[src/hw/rtl/rlr_pkg.sv]
// Shared types, character codes and phase codes for the real literal recogniser.
package rlr_pkg;

    // Width of the internal digit counters
    localparam int COUNT_BITS = 8;
    localparam logic [COUNT_BITS-1:0] CNT_MAX = {COUNT_BITS{1'b1}};

    // Character codes
    localparam logic [7:0] CH_0     = 8'h30;
    localparam logic [7:0] CH_9     = 8'h39;
    localparam logic [7:0] CH_LO_E  = 8'h65;
    localparam logic [7:0] CH_UP_E  = 8'h45;
    localparam logic [7:0] CH_PLUS  = 8'h2B;
    localparam logic [7:0] CH_MINUS = 8'h2D;
    localparam logic [7:0] CH_POINT = 8'h2E;

    // Word index codes
    localparam logic [1:0] WI_INT  = 2'd0;
    localparam logic [1:0] WI_SEP  = 2'd1;
    localparam logic [1:0] WI_FRAC = 2'd2;

    // Scan phase codes
    localparam logic [2:0] PH_INT   = 3'd0;
    localparam logic [2:0] PH_FRAC  = 3'd1;
    localparam logic [2:0] PH_ESYM  = 3'd2;
    localparam logic [2:0] PH_ESIGN = 3'd3;
    localparam logic [2:0] PH_EXP   = 3'd4;

    // Verdict codes
    localparam logic [1:0] VERDICT_REJECT = 2'd0;
    localparam logic [1:0] VERDICT_ONE    = 2'd1;
    localparam logic [1:0] VERDICT_THREE  = 2'd2;

    // Input word: one character of the candidate
    typedef struct packed {
        logic [7:0] ch;
        logic [1:0] word_index;
        logic       word_last;
        logic       attempt_last;
    } t_in_word;

    // Output word: verdict and digit counts
    typedef struct packed {
        logic [1:0] verdict;
        logic [7:0] int_digits;
        logic [7:0] frac_digits;
        logic [7:0] exp_digits;
        logic       exp_present;
        logic       exp_negative;
        logic       point_present;
    } t_out_word;

endpackage

[src/hw/rtl/real_literal_recognizer_top.sv]
// Top level of the real literal recogniser: input register, scanner, result register.
// Recognises decimal real literals of the form digits [ '.' digits ] [ e|E [+|-] digits ]
// from a stream of characters, one word per cycle unless the input is stalled. Each
// character is captured in an input register and, when it advances, runs through the
// scanner logic into the result register; a new word is accepted every cycle unless
// stalled. A character that ends the candidate produces one result word; other
// characters produce none and never wait on the output side. The output register
// decouples the two channels, so input is stalled only while a finishing character waits
// behind an unread result.
module real_literal_recognizer_top import rlr_pkg::*; (
    input  logic      i_clk,
    input  logic      i_rst_n,
    input  logic      i_in_valid,
    output logic      o_in_stall,
    input  t_in_word  i_in_word,
    output logic      o_out_valid,
    input  logic      i_out_stall,
    output t_out_word o_out_word
);

    logic      r_in_valid;
    t_in_word  r_in_word;
    logic      r_out_valid;
    t_out_word r_out_word;
    logic      s_out_free;
    logic      s_advance;
    logic      s_emit;
    t_out_word s_result;

    // Handshake: a character that ends a candidate needs room in the result register
    assign s_out_free = !r_out_valid || !i_out_stall;
    assign s_advance  = r_in_valid && (!r_in_word.attempt_last || s_out_free);
    assign o_in_stall = r_in_valid && !s_advance;

    rlr_scan u_scan (
        .i_clk    (i_clk),
        .i_rst_n  (i_rst_n),
        .i_advance(s_advance),
        .i_word   (r_in_word),
        .o_emit   (s_emit),
        .o_result (s_result)
    );

    // Input register
    always_ff @(posedge i_clk) begin
        if (!i_rst_n) begin
            r_in_valid <= 1'b0;
        end else if (!o_in_stall) begin
            r_in_valid <= i_in_valid;
        end
    end

    always_ff @(posedge i_clk) begin
        if (!o_in_stall && i_in_valid) begin
            r_in_word <= i_in_word;
        end
    end

    // Result register
    always_ff @(posedge i_clk) begin
        if (!i_rst_n) begin
            r_out_valid <= 1'b0;
        end else if (s_emit) begin
            r_out_valid <= 1'b1;
        end else if (!i_out_stall) begin
            r_out_valid <= 1'b0;
        end
    end

    always_ff @(posedge i_clk) begin
        if (s_emit) begin
            r_out_word <= s_result;
        end
    end

    assign o_out_valid = r_out_valid;
    assign o_out_word  = r_out_word;

endmodule

[src/hw/rtl/rlr_scan.sv]
// Scanner state and per-character next-state and verdict logic.
module rlr_scan import rlr_pkg::*; (
    input  logic      i_clk,
    input  logic      i_rst_n,
    input  logic      i_advance,
    input  t_in_word  i_word,
    output logic      o_emit,
    output t_out_word o_result
);

    typedef struct packed {
        logic [2:0]            phase;
        logic                  e_seen;
        logic                  coeff_first_zero;
        logic [COUNT_BITS-1:0] int_count;
        logic [COUNT_BITS-1:0] frac_count;
        logic [COUNT_BITS-1:0] exp_count;
        logic                  exp_first_zero;
        logic                  minus_sign;
        logic                  rejected;
        logic                  early_one_word;
        logic                  separator_ok;
        logic                  sep_started;
        logic                  frac_started;
    } t_scan_state;

    localparam t_scan_state SCAN_RESET = '{
        phase: PH_INT, e_seen: 1'b0, coeff_first_zero: 1'b0,
        int_count: '0, frac_count: '0, exp_count: '0,
        exp_first_zero: 1'b0, minus_sign: 1'b0, rejected: 1'b0,
        early_one_word: 1'b0, separator_ok: 1'b0,
        sep_started: 1'b0, frac_started: 1'b0
    };

    t_scan_state r_state;
    t_scan_state n_state;
    t_scan_state s_upd;
    logic        s_ok;

    function automatic logic [COUNT_BITS-1:0] sat_inc(input logic [COUNT_BITS-1:0] v);
        sat_inc = (v == CNT_MAX) ? v : v + COUNT_BITS'(1);
    endfunction

    // Clamp a count to the eight-bit output range
    function automatic logic [7:0] out8(input logic [COUNT_BITS-1:0] v);
        logic [COUNT_BITS+7:0] w;
        w = {8'd0, v};
        out8 = (w > (COUNT_BITS+8)'(255)) ? 8'hFF : w[7:0];
    endfunction

    function automatic logic is_digit(input logic [7:0] c);
        is_digit = (c inside {[CH_0:CH_9]});
    endfunction

    function automatic logic is_e(input logic [7:0] c);
        is_e = (c == CH_LO_E) || (c == CH_UP_E);
    endfunction

    // One step of the literal grammar
    function automatic t_scan_state feed(input t_scan_state s, input logic [7:0] c);
        t_scan_state t;
        t = s;
        case (s.phase)
            PH_INT: begin
                if (is_digit(c)) begin
                    if (s.int_count == '0) t.coeff_first_zero = (c == CH_0);
                    t.int_count = sat_inc(s.int_count);
                end else if (is_e(c) && (s.int_count != '0)) begin
                    t.e_seen = 1'b1;
                    t.phase  = PH_ESYM;
                end else begin
                    t.rejected = 1'b1;
                end
            end
            PH_FRAC: begin
                if (is_digit(c)) begin
                    t.frac_count = sat_inc(s.frac_count);
                end else if (is_e(c)) begin
                    t.e_seen = 1'b1;
                    t.phase  = PH_ESYM;
                end else begin
                    t.rejected = 1'b1;
                end
            end
            PH_ESYM, PH_ESIGN, PH_EXP: begin
                if (is_digit(c)) begin
                    if (s.exp_count == '0) t.exp_first_zero = (c == CH_0);
                    t.exp_count = sat_inc(s.exp_count);
                    t.phase     = PH_EXP;
                end else if ((s.phase == PH_ESYM) &&
                             ((c == CH_PLUS) || (c == CH_MINUS))) begin
                    t.minus_sign = (c == CH_MINUS);
                    t.phase      = PH_ESIGN;
                end else begin
                    t.rejected = 1'b1;
                end
            end
            default: begin
                t.rejected = 1'b1;
            end
        endcase
        return t;
    endfunction

    // Update the scanner with the current character
    always_comb begin
        s_upd = r_state;
        if (!r_state.rejected) begin
            case (i_word.word_index)
                WI_INT: begin
                    if (r_state.phase == PH_FRAC) s_upd.rejected = 1'b1;
                    else                          s_upd = feed(r_state, i_word.ch);
                end
                WI_SEP: begin
                    if (!r_state.sep_started) begin
                        s_upd.sep_started  = 1'b1;
                        s_upd.separator_ok = (i_word.ch == CH_POINT) && i_word.word_last;
                    end else begin
                        s_upd.separator_ok = 1'b0;
                    end
                end
                WI_FRAC: begin
                    if (!r_state.early_one_word) begin
                        if (r_state.frac_started) begin
                            s_upd = feed(r_state, i_word.ch);
                        end else if ((r_state.phase == PH_INT) && r_state.separator_ok) begin
                            if (is_digit(i_word.ch) || is_e(i_word.ch)) begin
                                s_upd              = r_state;
                                s_upd.frac_started = 1'b1;
                                s_upd.phase        = PH_FRAC;
                                s_upd              = feed(s_upd, i_word.ch);
                            end else begin
                                s_upd.early_one_word = 1'b1;
                            end
                        end
                    end
                end
                default: begin
                    s_upd = r_state;
                end
            endcase
        end
    end

    // Final checks and result fields
    always_comb begin
        s_ok = !s_upd.rejected;
        if (s_upd.e_seen && (s_upd.exp_count == '0)) s_ok = 1'b0;
        if ((s_upd.int_count > COUNT_BITS'(1)) && s_upd.coeff_first_zero) s_ok = 1'b0;
        if ((s_upd.exp_count > COUNT_BITS'(1)) && s_upd.exp_first_zero) s_ok = 1'b0;

        o_result = '0;
        if (s_ok) begin
            o_result.verdict       = s_upd.frac_started ? VERDICT_THREE : VERDICT_ONE;
            o_result.int_digits    = out8(s_upd.int_count);
            o_result.frac_digits   = s_upd.frac_started ? out8(s_upd.frac_count) : 8'd0;
            o_result.exp_digits    = out8(s_upd.exp_count);
            o_result.exp_present   = s_upd.e_seen;
            o_result.exp_negative  = s_upd.e_seen && s_upd.minus_sign;
            o_result.point_present = s_upd.frac_started;
        end
    end

    assign o_emit  = i_advance && i_word.attempt_last;
    // Back to the start after the candidate ends
    assign n_state = i_word.attempt_last ? SCAN_RESET : s_upd;

    always_ff @(posedge i_clk) begin
        if (!i_rst_n) begin
            r_state <= SCAN_RESET;
        end else if (i_advance) begin
            r_state <= n_state;
        end
    end

endmodule

[config.mk]
export PLATFORM = sky130hd
export DESIGN_NAME = real_literal_recognizer_top
export DESIGN_NICKNAME = d
export VERILOG_FILES = /design/src/hw/rtl/rlr_pkg.sv /design/src/hw/rtl/real_literal_recognizer_top.sv /design/src/hw/rtl/rlr_scan.sv
export SDC_FILE = /design/constraint.sdc
export NUM_CORES = 1
export LEC_CHECK = 0
export BUFFER_PORTS_ARGS = -buffer_cell sky130_fd_sc_hd__buf_4
export CAP_MARGIN = 0
export CORE_UTILIZATION = 30
export CTS_BUF_LIST = sky130_fd_sc_hd__clkbuf_4 sky130_fd_sc_hd__clkbuf_8
export CTS_CLUSTER_DIAMETER = 50
export DETAILED_ROUTE_END_ITERATION = 10
export PLACE_DENSITY = 0.46
export SLEW_MARGIN = 20
export SYNTH_ARGS = -nofsm -noshare
export SYNTH_HDL_FRONTEND = slang
export SYNTH_HIERARCHICAL = 1
export SYNTH_SLANG_ARGS = --single-unit
[constraint.sdc]
create_clock -name i_clk -period 7.9 [get_ports i_clk]
set_input_delay 0.79 -clock i_clk [delete_from_list [all_inputs] [get_ports i_clk]]
set_output_delay 0.79 -clock i_clk [all_outputs]
set_load 0.02 [all_outputs]
==> impl_summary.md, run 1 <==
STA
The final period demand of the worst path is 3.92 ns. The final count of hold timing violations is 0. On the final layout, the worst clock skew is between 0.01 and 0.015 ns. Setup repair after global routing left no endpoint under its margin.

The post-route clock period utilization is 0.496. The relative slew slack is 0.370. Timing would allow up to about 0.26 GHz.

Setup violations remaining at the end of the flow were counted as 0. The slew at the pin closest to its max-slew limit is 0.942 ns. Setup total negative slack on the finished layout was measured at 0 ns. The count of pins over their slew limit came to 0. Final hold analysis gives a worst-case slack of between 0.4 and 0.5 ns.

Global route
The total overflow left after global routing is 0. The global-route total usage across every layer is 0.167. The initial antenna violation count is 0. The global-route wire length before repair is around 20000 microns. The pin count of the biggest net entering global routing is 31.

The via count of the first global-routing pass is approximately 3700.

Placed design
After legalization and detailed placement, the total HPWL measured between 8000 and 9000 microns. The number of I/O port buffers is 46. At the end of routability-driven placement, the weighted congestion stood at 0.846.

The placed cell area is between 5000 and 6000 sq um.

Setup path
The critical path buffer and inverter count is 1. The critical path goes through or2_1 > a211o_1 > nor3_2 > mux2_2 > a2111oi_4 > mux2i_2 > buf_4 > nor3b_1. The slowest library cell on the worst path is mux2i_2. For this run, the slowest stage of the critical path takes 0.63 ns. The required arrival time at the worst endpoint is around 8.0 ns.

The peak fanout along the critical path is 11. The critical path data arrival time is approximately 4 ns. The worst register-to-register path begins at r_in_word[2]. Counting cells, the worst reg-to-reg path comes to 8. The worst setup path is captured at a flop. Broken down by cell family, the worst path's largest delay share belongs to multiplexers.

The endpoint identified for the worst register-to-register timing path is o_out_word[28]. The worst setup path is launched from a flop. The setup check on the worst reg-to-reg path leaves a slack of 3.98 ns. The critical path class is flop to flop.

Die
In this run the standard cell core region covers around 15000 sq um. From bottom edge to top edge, the die measures 125 microns. The floorplan die area is around 16000 sq um. The initial cell density of the core is 0.310. The number of placement rows is 44. The floorplan step set the die width to between 100 and 150 microns. The I/O pin count is 47.

CTS
The number of CTS-inserted buffers is 9. The number of gates resized after cts is 0. The clock passes through at most 2 buffers. The number of levels in the clock H-tree is 3.

After clock tree synthesis, the clock-pin slew on the worst setup and hold paths is 0.09 ns. The root cell of the clock tree is clkbuf_8. Clock tree synthesis found a total of a little under 80 sinks.

The number of setup buffers added after CTS is 0. For this design, the CTS-stage hold fixing added 0 buffers. The clock tree from TritonCTS is done. The clock latency at the later pin of the worst-skew pair is between 0.3 and 0.4 ns.

Drt
The iteration-0 DRC count of the detailed router is ~360. For this run, the detailed router's first-pass iteration total came to 7. The total vias in the final route is 3947. After detailed routing, the number of remaining DRC violations is 0.

In the routed layout, each cell is associated on average with a via count of approximately 5.5. The average wire per cell in the routed design is roughly 18 microns. The routed design has 12700 microns of wire. The number of nets with antenna violations after routing is 0.

Synth
The combinational family with the most area after synthesis is simple AND/OR/NAND/NOR gates. The combined area of all synthesized cells is about 4600 sq um. The dominant synthesized flop cell is edfxtp_1. The share of synthesized area in the top cell type comes to 0.270.

Sorting the synthesized cells by area gives the leading types as edfxtp_1 (27%), dfxtp_1 (17%), nor2_1 (4.8%). After synthesis, the share of flip-flops with an asynchronous set or reset is 0. The number of synthesized flops with an enable pin is slightly above 40.

Averaged over all synthesized cells, the footprint is 9.21 sq um. The synthesized-area fraction occupied by ao, oa, aoi and oai cells is 0.192. Of the total synthesized cell area, the portion taken by AND, OR, NAND and NOR gates is 0.264. The post-synthesis sequential area ratio is 0.437. The library cell with the largest summed area after synthesis is edfxtp_1. The number of distinct library cells after synthesis is 72. The register bit total from synthesis is between 70 and 80. The portion of synthesized area spent on multiplexers is 0.0228. The synthesized instance count is approximately 500. The fraction of the mapped netlist area in adder cells is 0.0137. The most instantiated library cell after synthesis is nor2_1. The count of yosys warnings during synthesis is 6.

The parity-gate share of the synthesized area counting xor and xnor cells is 0.0250. After synthesis, the most frequently instantiated cells are nor2_1 (58), edfxtp_1 (41), dfxtp_1 (38), nor3_1 (38), a21oi_1 (30). The number of nets handed over by synthesis was between 500 and 600.

Power
The leakage power summed over all cells is about 1.9 nW. The worst ir drop on vdd is just under 0.1 mV. The internal portion of the total power is approximately 660 uW. Of the total power, the share spent switching nets is 0.231. Dividing total power by cell area gives a power density of 162 nW/um^2.

The combinational fraction of design power is 0.059. The clock network fraction of design power is 0.427. Of the total power, registers draw 0.514. For this design the total switching power over the nets is a little under 200 uW.

Summing internal, switching and leakage power gives 858 uW.

Run
The max-cap violation count is 0.

Run status
The flow ran to the end, and the final reports show no timing, DRC or antenna violations.

Worst hold path
For hold timing, the worst endpoint is u_scan/r_state[1]. The startpoint identified for the worst hold timing path is u_scan/r_state[1]. Along the worst hold path, the cell count comes to 2. In this run the worst hold path is classified as flop to flop.

Layout
The layout overhead on the synthesized area is 16.0%. The final layout contains approximately 550 nets. The area of all placed cells without fillers is about 5300 sq um. Of the cells placed in the final design, the portion with a size suffix greater than 1 is 0.179.

The number of antenna diodes in the final layout is 0. The final design utilization is 0.360.
-- layout make-up --
type | count | area, sq um
flip-flops and latches | 79 | 1990
inverters | 17 | 63.8
multi-input cells | 367 | 2370
fillers | 1507 | 9410
repair buffers | 53 | 398
clock buffers | 9 | 124
well taps | 184 | 230
clock inverters | 7 | 111
-- state kept, by name, indices dropped and copies added (netlist names) --
register and count:
o_out_valid 1, r_in_valid 1, r_in_word 12, u_scan/r_state 36, o_out_word 29
-- per-layer routing --
| layer | share of wire | GRT usage | vias to the layer above |
|---|---|---|---|
| met3 | 0.047 | 0.0449 | 21 |
| li1 | - | - | 1918 |
| met2 | 0.46 | 0.268 | 119 |
| met5 | 0 | 0 | - |
| met4 | 0.017 | 0.0495 | 0 |
| met1 | 0.48 | 0.219 | 1889 |
-- power by group through the flow --
stage          clock [mW]  combinational, mW  sequential, mW
5_1_grt             0.397             0.0547           0.442
3_5_place_dp            0             0.0504           0.451
3_3_place_gp            0             0.0502           0.450
2_1_floorplan           0             0.0277           0.452
4_1_cts             0.379             0.0505           0.441
6_report            0.367             0.0504           0.441
-- per-stage QoR --
stage | worst slack [ns] | std cells
floorplan | 4.75 | 495
global placement | 4.14 | 700
detailed placement | 4.02 | 700
CTS | 3.99 | 716
global route | 3.63 | 716
finish | 3.98 | 716
-- kinds of logic after synthesis --
family                   count (synthesis)
AND/OR/NAND/NOR                        218
AO/OA/AOI/OAI                          121
flip-flops                              79
buffers and inverters                   49
XOR/XNOR                                13
multiplexers                            10
adder cells (fa/ha/maj)                  5
-- placed cells by master (no fill, tap or decap), types with 8 or more instances in the layout --
cell / Yosys / routed
nor2_1: 58 / 58
buf_4: 1 / 53
edfxtp_1: 41 / 41
dfxtp_1: 38 / 38
nor3_1: 38 / 38
a21oi_1: 30 / 30
nand2_1: 25 / 25
nand3_1: 22 / 22
o21ai_0: 17 / 17
inv_1: 17 / 16
clkbuf_8: 0 / 9
a31oi_1: 8 / 8
nand4_1: 8 / 8
a22oi_1: 8 / 8
-- tightest hold or removal path: stages, from the launching register on --
cell and delay, ns:
dfxtp_1 0.32, inv_1 0.05, a21oi_1 0.05
-- how the worst max path moves through the flow --
stage / from / slack (ns) / cells past startpoint / end
5_1_grt: r_in_word[6] / 3.63 / 8 / o_out_word[0]
2_1_floorplan: r_in_word[2] / 4.75 / 11 / o_out_word[28]
3_5_place_dp: r_in_word[2] / 4.02 / 8 / o_out_word[0]
4_1_cts: r_in_word[2] / 3.99 / 8 / o_out_word[0]
6_report: r_in_word[2] / 3.98 / 8 / o_out_word[28]
3_3_place_gp: r_in_word[2] / 4.14 / 8 / o_out_word[0]
Power figures use the tool's default switching activity.
==> run 2: changes to the inputs <==
--- a/config.mk
+++ b/config.mk
@@ -5,6 +5,7 @@
 export SDC_FILE = /design/constraint.sdc
 export NUM_CORES = 1
 export LEC_CHECK = 0
+export ABC_AREA = 1
 export BUFFER_PORTS_ARGS = -buffer_cell sky130_fd_sc_hd__buf_4
 export CAP_MARGIN = 0
 export CORE_UTILIZATION = 30
==> constraint.sdc (replaced) <==
create_clock -name i_clk -period 3.8 [get_ports i_clk]
set_input_delay 0.38 -clock i_clk [delete_from_list [all_inputs] [get_ports i_clk]]
set_output_delay 0.38 -clock i_clk [all_outputs]
set_load 0.02 [all_outputs]
==> run 2 against run 1 <==
Compared with the run above:
- synthesized cell count grew 59%
- sequential power grew 110%
- utilization shrank 0.50 points
- combinational power grew to 5.7 times the previous value
- synthesized area grew 21%
- wire length grew 28%
- total power grew 110%
- largest cell class unchanged
- largest power group unchanged
==> impl_summary.md, run 2 <==
Setup path
The cell family with the largest share of critical-path delay is simple AND/OR/NAND/NOR gates. The launching element type of the critical path is a flop. The peak fanout along the critical path is 17. The logic depth of the worst setup path including buffers is 13. The sort of element at the end of the critical path is a flop. Traced cell by cell, the critical path runs through nor2_1 > nand2_1 > inv_1 > nand3_1 > nand3_1 > nand2_1 > nand2_1 > nand2_1 > nor2_1 > nand4_1 > nand3_4 > buf_4 > nor3_2. The critical path is of the flop to flop type. STA puts the critical path data required time at 3.92 ns.

The cell count of the worst reg-to-reg path is 13. The cell that appears most often on the critical path is nand2_1. The slowest library cell on the worst path is edfxtp_1. At the worst endpoint, the arrival time is ~3.3 ns.

The number of buffers and inverters on the critical path is 2. On the worst path, the slowest cell contributes a delay of 0.47 ns.

CTS
Buffers inserted to repair hold after CTS numbered 0. The number of levels in the clock H-tree is 3. The clock latency at the later pin of the worst-skew pair is between 0.3 and 0.4 ns. After clock tree synthesis, the clock-pin slew on the worst setup and hold paths is around 0.1 ns. Counting the buffers created by CTS gives 9. After clock tree synthesis, the setup repair step added 0 buffers. The largest buffer count on any clock path is 2.

The clock net in this run drives a total of between 70 and 80 sinks. The root cell of the clock tree is clkbuf_8. The number of gates resized after cts is 0.

TritonCTS built the clock tree.

Global route
The via count of the first global-routing pass came to about 4700. For this run, the total global-route usage over all layers was measured as 0.181. The global-route wire length before repair is 26200 microns. Entering global routing, the biggest net connects 31 pins. The initial antenna violation count is 0. After global routing the overflow that remains totals 0.

Placed design
The worst slack after detailed placement is approximately 0.66 ns. The number of I/O port buffers is 46. The post-detailed-placement half-perimeter wirelength is between 10000 and 15000 microns. Once placement finished, the instance area stood at ~6200 sq um. The congestion estimate from routability-driven global placement came to approximately 0.87.

Power
The cell area power density is 285 nW/um^2. The leakage power summed over all cells is about 2.6 nW. The post-layout total power is approximately 1.8 mW. VDD sags by at most 0.135 mV.

Drt
The routed length on met1 is just over 8000 microns. The met3 routed wirelength is between 1000 and 1500 microns. The total vias in the final route is roughly 5400.

The DRC violation count after routing is 0. Dividing the detail-routed via count by the number of cells gives 4.99. The final layout contains routed wiring with a total length of roughly 16000 microns.

The uppermost layer routed is met4. The detail route stage leaves a number of antenna-violating nets equal to 0. In this run, the number of DRC markers left after iteration 0 of detailed routing was about 400. After detailed routing, the average wire length per cell comes to roughly 15 microns.

The first-pass detailed-route iteration total is 5. The met2 layer wire length in the routed design is 6770 microns.

Layout
In the final layout, the share of cells above drive strength 1 is 0.161. Leaving out fill and tap cells, the most frequent cell in the layout is nand2_1. The register with the most flip-flops in the final layout is u_scan/r_state. The library cells used most frequently in the layout, excluding fill and tap cells, are nand2_1 (224), inv_1 (92), nand3_1 (77). The number of nets in the final layout is 862.

From synthesis to final layout, the design area changed by 15.7%. The flip-flop count of the largest register after layout is 36. The finished cells cover 6400 sq um. The filler cell count in the final layout is slightly below 2000. 0 antenna diodes ended up in the layout.

Die
The die covers around 19000 sq um. The initial utilization of the core area, before any placement, comes to 0.307. The I/O pin count is between 40 and 50. The core footprint is ~18000 sq um.

The die is about 140 microns tall. The number of placement rows is 49. The die is ~140 microns wide.

Synth
The most instantiated library cell after synthesis is nand2_1. The register bit total from synthesis is 79. The synthesized instance count is between 700 and 800.

The share of synthesized area in the top cell type comes to 0.223. The fraction of synthesis flops using an asynchronous set or reset pin is 0. After synthesis, the most frequently instantiated cells are nand2_1 (224), inv_1 (92), nand3_1 (77), a21oi_1 (58), nor2_1 (52). The largest total area in the synthesized netlist belongs to edfxtp_1. After synthesis, the netlist uses 47 different library cells. Of the synthesized area, sequential elements account for 0.360. For this run, the number of Yosys warnings is 6.

The number of synthesized flops with an enable pin is a little over 40. The number of nets in the synthesized netlist is 810. The combined area of all synthesized cells is around 5500 sq um. The dominant synthesized flop cell is edfxtp_1.

The post-synthesis area per instance is between 7 and 8 sq um. Sorting the synthesized cells by area gives the leading types as edfxtp_1 (22%), nand2_1 (15%), dfxtp_1 (14%).

STA
The final count of hold timing violations is 0. The relative slew slack is 0.355. Final hold analysis gives a worst-case slack of between 0.15 and 0.2 ns. The post-route clock period utilization is 0.834. The count of pins over their slew limit is 0. The total negative slack for setup checks is 0 ns. The slew at the pin closest to its max-slew limit is between 0.9 and 1 ns.

Between clock sinks in the finished design, the worst skew comes to around 0.014 ns. Timing would allow up to about 0.32 GHz. The post-route worst setup slack is between 0.6 and 0.7 ns. The smallest clock period supported by the final layout is computed as roughly 3.2 ns. Setup violations remaining at the end of the flow were counted as 0. Setup repair after global routing left no endpoint under its margin.

Worst hold path
The cell depth of the worst min-delay path is 1. The type of the most critical hold path is primary input to flop.

Run status
The run finished with clean final reports.

Run
Across the run, the number of max-cap violations was 0.
-- run 2: final timing paths --
path	slack, ns	to	start
setup / recovery	0.63	o_out_word[20]	r_in_word[3]
hold / removal	0.17	r_in_word[5]	i_in_word[5]
setup reg to reg	0.63	o_out_word[20]	r_in_word[3]
hold reg to reg	0.48	u_scan/r_state[5]	u_scan/r_state[5]
-- run 2: kinds of logic (layout without fill, tap and decap cells) --
| group | count (synthesis) | after routing | synth area share |
|---|---|---|---|
| AO/OA/AOI/OAI | 147 | 147 | 0.156 |
| XOR/XNOR | 8 | 8 | 0.0127 |
| adder cells (fa/ha/maj) | 5 | 5 | 0.0113 |
| buffers and inverters | 125 | 182 | 0.0934 |
| flip-flops | 79 | 79 | 0.360 |
| multiplexers | 1 | 1 | 0.00181 |
| AND/OR/NAND/NOR | 424 | 424 | 0.365 |
-- run 2: final cells by class --
| cell class | count | area [sq um] | area share |
|---|---|---|---|
| clock buffer | 10 | 138 | 0.0215 |
| clock inverter | 6 | 43.8 | 0.00684 |
| inverter | 95 | 357 | 0.0557 |
| multi-input combinational | 585 | 3020 | 0.473 |
| sequential | 79 | 1990 | 0.311 |
| tap | 229 | 287 | 0.0448 |
| timing repair buffer | 71 | 558 | 0.0872 |
-- run 2: report_power, final --
group / internal [mW] / switching, mW
Combinational: 0.0933 / 0.192
Clock: 0.256 / 0.351
Sequential: 0.918 / 0.0161
Total: 1.27 / 0.559
-- run 2: metrics by stage --
| step | std cells | utilization |
|---|---|---|
| CTS | 1075 | 0.355 |
| floorplan | 789 | - |
| global route | 1075 | 0.355 |
| detailed placement | 1059 | 0.345 |
| global placement | 1059 | 0.345 |
| finish | 1075 | 0.355 |
-- run 2: metal layers --
layer | global-route usage | up-vias
li1 | - | 2745
met1 | 0.265 | 2415
met2 | 0.264 | 188
met3 | 0.0350 | 19
met4 | 0.0550 | 0
met5 | 0 | -
